==> config.mk <==
export PLATFORM = sky130hd
export DESIGN_NAME = string_literal_escape_decoder_unit
export DESIGN_NICKNAME = d
export VERILOG_FILES = /design/src/rtl/core/sled_pkg.sv /design/src/rtl/core/string_literal_escape_decoder_unit.sv /design/src/rtl/core/sled_step.sv
export SDC_FILE = /design/constraint.sdc
export NUM_CORES = 1
export LEC_CHECK = 0
export ABC_AREA = 1
export BUFFER_PORTS_ARGS = -buffer_cell sky130_fd_sc_hd__buf_2
export CORE_AREA = 2 2 67 69
export CTS_CLUSTER_SIZE = 8
export DETAILED_ROUTE_END_ITERATION = 8
export DIE_AREA = 0 0 69 71
export PLACE_DENSITY = 0.74
export SLEW_MARGIN = 20
export SYNTH_ARGS = -nofsm -noshare
export SYNTH_HDL_FRONTEND = slang
export SYNTH_SLANG_ARGS = --single-unit
==> constraint.sdc <==
create_clock -name i_clk -period 4.4 [get_ports i_clk]
set_input_delay 0.66 -clock i_clk [delete_from_list [all_inputs] [get_ports i_clk]]
set_output_delay 0.66 -clock i_clk [all_outputs]
set_load 0.02 [all_outputs]
==> src/rtl/core/sled_pkg.sv <==
`timescale 1ns / 1ps
`default_nettype none
// ----------------------------------------------------------------------------
// sled_pkg: shared types and constants for the string literal escape decoder
// Phase codes, fault codes, character constants, byte class helpers and the
// result record passed from the step logic to the top level.
// ----------------------------------------------------------------------------
package sled_pkg;

    typedef enum logic [2:0] {
        PH_IDLE  = 3'd0,
        PH_BODY  = 3'd1,
        PH_ESC   = 3'd2,
        PH_HEX2  = 3'd3,
        PH_LNSKP = 3'd4,
        PH_JOIN  = 3'd5
    } t_phase;

    localparam logic [1:0] FLT_NONE     = 2'd0;
    localparam logic [1:0] FLT_BAD_ESC  = 2'd1;
    localparam logic [1:0] FLT_BAD_STR  = 2'd2;
    localparam logic [1:0] FLT_NO_QUOTE = 2'd3;

    localparam logic [7:0] CH_NUL    = 8'h00;
    localparam logic [7:0] CH_TAB    = 8'h09;
    localparam logic [7:0] CH_LF     = 8'h0a;
    localparam logic [7:0] CH_CR     = 8'h0d;
    localparam logic [7:0] CH_SPACE  = 8'h20;
    localparam logic [7:0] CH_QUOTE  = 8'h22;
    localparam logic [7:0] CH_ZERO   = 8'h30;
    localparam logic [7:0] CH_NINE   = 8'h39;
    localparam logic [7:0] CH_BSLASH = 8'h5c;
    localparam logic [7:0] CH_LO_A   = 8'h61;
    localparam logic [7:0] CH_LO_F   = 8'h66;
    localparam logic [7:0] CH_LO_N   = 8'h6e;
    localparam logic [7:0] CH_LO_T   = 8'h74;

    typedef struct packed {
        logic       vld;
        logic [7:0] char_out;
        logic       char_valid;
        logic       finished;
        logic       byte_taken;
        logic [1:0] fault;
    } t_result;

    function automatic logic is_hex(input logic [7:0] b);
        return ((b >= CH_ZERO) && (b <= CH_NINE)) || ((b >= CH_LO_A) && (b <= CH_LO_F));
    endfunction

    // Only valid for bytes that pass is_hex.
    function automatic logic [3:0] hex_val(input logic [7:0] b);
        logic [7:0] v;
        v = (b <= CH_NINE) ? (b - CH_ZERO) : (b - CH_LO_A + 8'd10);
        return v[3:0];
    endfunction

    function automatic logic is_space(input logic [7:0] b);
        return (b == CH_CR) || (b == CH_SPACE) || (b == CH_TAB) || (b == CH_LF);
    endfunction

endpackage

`default_nettype wire

==> src/rtl/core/string_literal_escape_decoder_unit.sv <==
`timescale 1ns / 1ps
`default_nettype none
// ----------------------------------------------------------------------------
// string_literal_escape_decoder_unit: quoted string literal decoder
// Decodes a quoted literal one source byte at a time and emits content bytes,
// end markers and faults.
// ----------------------------------------------------------------------------
// One source byte is accepted per clock while the input is not stalled. Each
// byte lands in an input register, the decode step runs as combinational logic
// against the phase register, and the outcome goes to the result register,
// from which it is presented. Bytes that produce no result (opening quote,
// backslash, first hex digit, skipped whitespace) leave the result register
// empty. The input stalls only while the result register is full and the output
// is stalled. The mode register is written through the config channel, which is
// always ready; write it only while no literal is in progress.
module string_literal_escape_decoder_unit
    import sled_pkg::*;
(
    input  logic       i_clk,
    input  logic       i_rst_n,
    input  logic       i_cfg_valid,
    output logic       o_cfg_ready,
    input  logic       i_cfg_preproc_mode,
    input  logic       i_in_valid,
    output logic       o_in_stall,
    input  logic [7:0] i_src_byte,
    output logic       o_out_valid,
    input  logic       i_out_stall,
    output logic [7:0] o_char_out,
    output logic       o_char_valid,
    output logic       o_finished,
    output logic       o_byte_taken,
    output logic [1:0] o_fault
);

    logic       r_preproc;
    logic       r_in_vld;
    logic [7:0] r_in_byte;
    t_phase     r_phase;
    logic [3:0] r_hex_high;
    logic       r_out_vld;
    t_result    r_res;

    logic       n_in_vld;
    t_phase     n_phase;
    logic [3:0] n_hex_high;
    t_result    n_res;
    logic       adv;

    sled_step u_step (
        .i_phase    (r_phase),
        .i_hex_high (r_hex_high),
        .i_preproc  (r_preproc),
        .i_byte     (r_in_byte),
        .o_phase    (n_phase),
        .o_hex_high (n_hex_high),
        .o_res      (n_res)
    );

    // the step stage moves whenever the result register can take a transfer
    assign adv         = !r_out_vld || !i_out_stall;
    assign o_in_stall  = r_in_vld && !adv;
    assign o_cfg_ready = 1'b1;

    always_comb begin
        n_in_vld = r_in_vld;
        if (i_in_valid && !o_in_stall) begin
            n_in_vld = 1'b1;
        end else if (adv) begin
            n_in_vld = 1'b0;
        end
    end

    always_ff @(posedge i_clk) begin
        if (!i_rst_n) begin
            r_preproc  <= 1'b0;
            r_in_vld   <= 1'b0;
            r_phase    <= PH_IDLE;
            r_hex_high <= 4'd0;
            r_out_vld  <= 1'b0;
        end else begin
            if (i_cfg_valid && o_cfg_ready) begin
                r_preproc <= i_cfg_preproc_mode;
            end
            r_in_vld <= n_in_vld;
            if (adv) begin
                r_out_vld <= r_in_vld && n_res.vld;
                if (r_in_vld) begin
                    r_phase    <= n_phase;
                    r_hex_high <= n_hex_high;
                end
            end
        end
    end

    always_ff @(posedge i_clk) begin
        if (i_in_valid && !o_in_stall) begin
            r_in_byte <= i_src_byte;
        end
        if (adv && r_in_vld) begin
            r_res <= n_res;
        end
    end

    assign o_out_valid  = r_out_vld;
    assign o_char_out   = r_res.char_out;
    assign o_char_valid = r_res.char_valid;
    assign o_finished   = r_res.finished;
    assign o_byte_taken = r_res.byte_taken;
    assign o_fault      = r_res.fault;

endmodule

`default_nettype wire

==> src/rtl/core/sled_step.sv <==
`timescale 1ns / 1ps
`default_nettype none
// ----------------------------------------------------------------------------
// sled_step: per-byte decode step
// Combinational transition of the literal decoder: from the current phase,
// pending hex digit, mode and source byte it forms the next phase and the
// result record for this byte.
// ----------------------------------------------------------------------------
module sled_step
    import sled_pkg::*;
(
    input  t_phase     i_phase,
    input  logic [3:0] i_hex_high,
    input  logic       i_preproc,
    input  logic [7:0] i_byte,
    output t_phase     o_phase,
    output logic [3:0] o_hex_high,
    output t_result    o_res
);

    logic b_hex;
    logic b_space;
    logic b_simple_esc;
    logic body_go;

    assign b_hex        = is_hex(i_byte);
    assign b_space      = is_space(i_byte);
    assign b_simple_esc = (i_byte == CH_LO_N) || (i_byte == CH_LO_T) ||
                          (i_byte == CH_QUOTE) || (i_byte == CH_BSLASH);
    // a non-space byte after a raw newline is handled like a body byte
    assign body_go      = (i_phase == PH_BODY) || ((i_phase == PH_LNSKP) && !b_space);

    // next state
    always_comb begin
        o_phase    = i_phase;
        o_hex_high = i_hex_high;
        if (body_go) begin
            if (i_byte == CH_QUOTE) begin
                o_phase = i_preproc ? PH_IDLE : PH_JOIN;
            end else if (i_byte == CH_BSLASH) begin
                o_phase = PH_ESC;
            end else if (i_byte == CH_LF) begin
                if (i_preproc) begin
                    o_phase    = PH_IDLE;
                    o_hex_high = 4'd0;
                end else begin
                    o_phase = PH_LNSKP;
                end
            end else if (i_byte == CH_NUL) begin
                o_phase    = PH_IDLE;
                o_hex_high = 4'd0;
            end else begin
                o_phase = PH_BODY;
            end
        end else begin
            case (i_phase)
                PH_LNSKP: begin
                    o_phase = PH_LNSKP;
                end
                PH_ESC: begin
                    if (b_hex) begin
                        o_phase    = PH_HEX2;
                        o_hex_high = hex_val(i_byte);
                    end else if (b_simple_esc) begin
                        o_phase = PH_BODY;
                    end else begin
                        o_phase    = PH_IDLE;
                        o_hex_high = 4'd0;
                    end
                end
                PH_HEX2: begin
                    o_phase    = b_hex ? PH_BODY : PH_IDLE;
                    o_hex_high = 4'd0;
                end
                PH_JOIN: begin
                    if (b_space) begin
                        o_phase = PH_JOIN;
                    end else if (i_byte == CH_QUOTE) begin
                        o_phase = PH_BODY;
                    end else begin
                        o_phase    = PH_IDLE;
                        o_hex_high = 4'd0;
                    end
                end
                default: begin
                    o_phase    = (i_byte == CH_QUOTE) ? PH_BODY : PH_IDLE;
                    o_hex_high = 4'd0;
                end
            endcase
        end
    end

    // result
    always_comb begin
        o_res            = '0;
        o_res.byte_taken = 1'b1;
        if (body_go) begin
            if (i_byte == CH_QUOTE) begin
                o_res.vld      = i_preproc;
                o_res.finished = i_preproc;
            end else if (i_byte == CH_BSLASH) begin
                o_res.vld = 1'b0;
            end else if ((i_byte == CH_LF) || (i_byte == CH_NUL)) begin
                o_res.vld      = i_preproc || (i_byte == CH_NUL);
                o_res.finished = 1'b1;
                o_res.fault    = FLT_BAD_STR;
            end else begin
                o_res.vld        = 1'b1;
                o_res.char_out   = i_byte;
                o_res.char_valid = 1'b1;
            end
        end else begin
            case (i_phase)
                PH_LNSKP: begin
                    o_res.vld = 1'b0;
                end
                PH_ESC: begin
                    if (b_hex) begin
                        o_res.vld = 1'b0;
                    end else if (b_simple_esc) begin
                        o_res.vld        = 1'b1;
                        o_res.char_valid = 1'b1;
                        if (i_byte == CH_LO_N) begin
                            o_res.char_out = CH_LF;
                        end else if (i_byte == CH_LO_T) begin
                            o_res.char_out = CH_TAB;
                        end else begin
                            o_res.char_out = i_byte;
                        end
                    end else begin
                        o_res.vld      = 1'b1;
                        o_res.finished = 1'b1;
                        o_res.fault    = FLT_BAD_ESC;
                    end
                end
                PH_HEX2: begin
                    o_res.vld = 1'b1;
                    if (b_hex) begin
                        o_res.char_out   = {i_hex_high, hex_val(i_byte)};
                        o_res.char_valid = 1'b1;
                    end else begin
                        o_res.finished = 1'b1;
                        o_res.fault    = FLT_BAD_ESC;
                    end
                end
                PH_JOIN: begin
                    if (!b_space && (i_byte != CH_QUOTE)) begin
                        o_res.vld        = 1'b1;
                        o_res.finished   = 1'b1;
                        o_res.byte_taken = 1'b0;
                    end
                end
                default: begin
                    if (i_byte != CH_QUOTE) begin
                        o_res.vld        = 1'b1;
                        o_res.finished   = 1'b1;
                        o_res.byte_taken = 1'b0;
                        o_res.fault      = FLT_NO_QUOTE;
                    end
                end
            endcase
        end
    end

endmodule

`default_nettype wire

==> flow_summary.yaml <==
setup_path:
  startpoint_type: "flop"
  worstPathMaxFanout: 14
  cp.required_ns: 4.44
  path_class: "flop to flop"
  worstSetupEndpointType: "flop"
  arrival_ns: 2.29
synth:
  synth_area_leaders: "edfxtp_1 (32%), nand2_1 (12%), dfxtp_1 (10%)"
  synth_top_cells_by_count: "nand2_1 (62), inv_1 (30), nor2_1 (24), edfxtp_1 (21), nand3_1 (18)"
  avgSynthCellArea_um2: 7.65
  synth.most_common_cell: "nand2_1"
  syn_nets: 281
  ys_async_sr_fraction_pct: 0
  synth_top_area_share_pct: 31.6
  yosysTopAreaCell: "edfxtp_1"
  synthCells: 261
  synth_flop_cell: "edfxtp_1"
  netlist_area_mm2: 0.00200
  ys_warn_count: 0
  yosysSeqAreaShare_pct: 41.6
  ys_ff_latch: 31
  yosys.cell_types.count: 30
  synth-edff-count: 21
final_layout:
  drive_gt1_share_pct: 23.7
  utilization_pct: 53.8
  area_delta_synth_final_pct: 13.2
  stdcell_area_mm2: 0.00226
  layout.nets: 314
  multi_input_area_um2: 986
  nFillCells: 430
  layoutNonFillerInstCount: 347
  antenna_cells: 0
  seq_area_um2: 831
run:
  drv_cap: 0
sta:
  clock.fmax_mhz: 445
  finalHoldViolations: 0
  finalSetupTns_ns: 0
  fin_crit_ns: 2.25
  relSlewSlack_pct: 65.0
  final.setup.worst_slack_ns: 2.15
  skew_ns: 0.00284
  period_share_pct: 51.1
  rsz0062_at_grt: "false"
  worst_pin_slew_ns: 0.523
  setup_violations: 0
  hold_slack_ns: 0.503
  drv_slew: 0
clock_tree:
  cts_resized: 0
  postCtsSetupBuffers: 0
  clock_path_buffers: 2
  cts_buffers: 5
  clk_latency_ns: 0.28
  htreeDepth: 2
  cts_tree: "yes"
  cts_sinks: 31
  cts-root-buf: "clkbuf_8"
  ctsHoldBuffers: 0
  clkTransAtPathRegs_ns: 0.07
placement:
  place.gp.congestion: 0.957
  placed_area_mm2: 0.00218
  dp_hpwl_um: 3630
  port_buffers: 28
  post-place-ws_ns: 2.19
  placedCellCount: 339
floorplanning:
  initial_core_util_pct: 47.5
  num_rows: 24
  fp.dieW_um: 69
  die_area_mm2: 0.00490
  core_area_mm2: 0.00420
  die_y_um: 71
  ios: 30
route:
  wl_per_cell_um: 13.2
  ant_nets: 0
  firstDrtPassIters: 4
  vias: 1818
  drc: 0
  first_iter_violations: 159
  detail_route.vias_per_cell: 5.24
  drt-total-wl_um: 4590
global_routing:
  grt_overflow: 0
  grt_pass1_vias: 1651
  grt_use_total_pct: 19.5
  grt_max_degree: 22
  grt_pass1_wl_um: 7520
  grt_antenna_before_repair: 0
power_and_ir_drop:
  p_total_mw: 0.685
  peakVddDrop_mv: 0.186
  power_leakage_nw: 1.02
  power_density_mw_per_mm2: 303
worst_hold_path:
  hp-class: "flop to flop"
run_status:
  status: "complete, no violations"
path summary, 6_finish.rpt:
path,end,slack [ns],start,cells after the start
hold / removal,o_out_valid,0.50,o_out_valid,2
setup reg to reg,o_char_out[4],2.15,r_in_byte[0],9
hold reg to reg,o_out_valid,0.50,o_out_valid,2
setup / recovery,o_char_out[4],2.15,r_in_byte[0],9
cells in the final DEF, fill, tap and decap left out, types with 2 or more instances in the layout:
master	Yosys	routed
nand3_2	3	3
nand3_1	18	18
o22ai_1	2	2
nand2_4	2	2
dfxtp_1	10	10
nand3b_1	2	2
nor2_2	9	9
nand2_1	62	62
inv_2	10	10
inv_1	30	30
nor3_1	4	4
o211ai_1	3	3
a21oi_1	13	13
nand2_2	5	5
clkbuf_8	0	5
buf_2	0	28
edfxtp_1	21	21
xor2_1	2	2
a31oi_1	2	2
ha_1	6	6
o21ai_0	15	15
nand4_1	3	3
nor2_4	4	4
nor2_1	24	24
o21ai_1	3	3
registers in the layout, indices dropped and copies added (netlist names), 2 cells and up:
register and flops:
o_char_out 8, r_in_byte 8, r_hex_high 4, r_phase 3, o_fault 2
worst max-delay path: stages, from the launching register on:
cell	delay, ns
edfxtp_1	0.47
inv_1	0.19
ha_1	0.26
nand3_2	0.14
a21o_1	0.20
nand3_2	0.06
nand2_2	0.17
nand2_1	0.24
inv_2	0.08
a22o_1	0.21
per-layer routing:
metal	global-route usage, %	part of all wire, %	vias up
li1	-	-	917
met1	25.3	45	818
met2	31.1	46	69
met3	4.99	6.0	14
met4	8.50	3.0	0
met5	0	0	-
layout make-up:
| class | instances | area share, % |
|---|---|---|
| inverters | 40 | 6.64 |
| multi-input cells | 187 | 43.6 |
| flip-flops and latches | 31 | 36.7 |
| repair buffers | 29 | 6.53 |
| well taps | 52 | 2.88 |
| clock buffers | 6 | 3.21 |
| clock inverters | 2 | 0.387 |
power breakdown:
group	internal [mW]	leakage [nW]	switching (mW)
clock network	0.109	0.0426	0.106
logic	0.0392	0.691	0.0836
registers	0.334	0.287	0.0136
total	0.482	1.02	0.203
logic make-up after synthesis:
family,Yosys count,synth area share (%)
AO/OA/AOI/OAI,41,11.4
XOR/XNOR,2,0.877
adder cells (fa/ha/maj),6,3.76
buffers and inverters,43,9.02
flip-flops,31,41.6
other,1,0.188
AND/OR/NAND/NOR,137,33.1
Power figures use the tool's default switching activity.
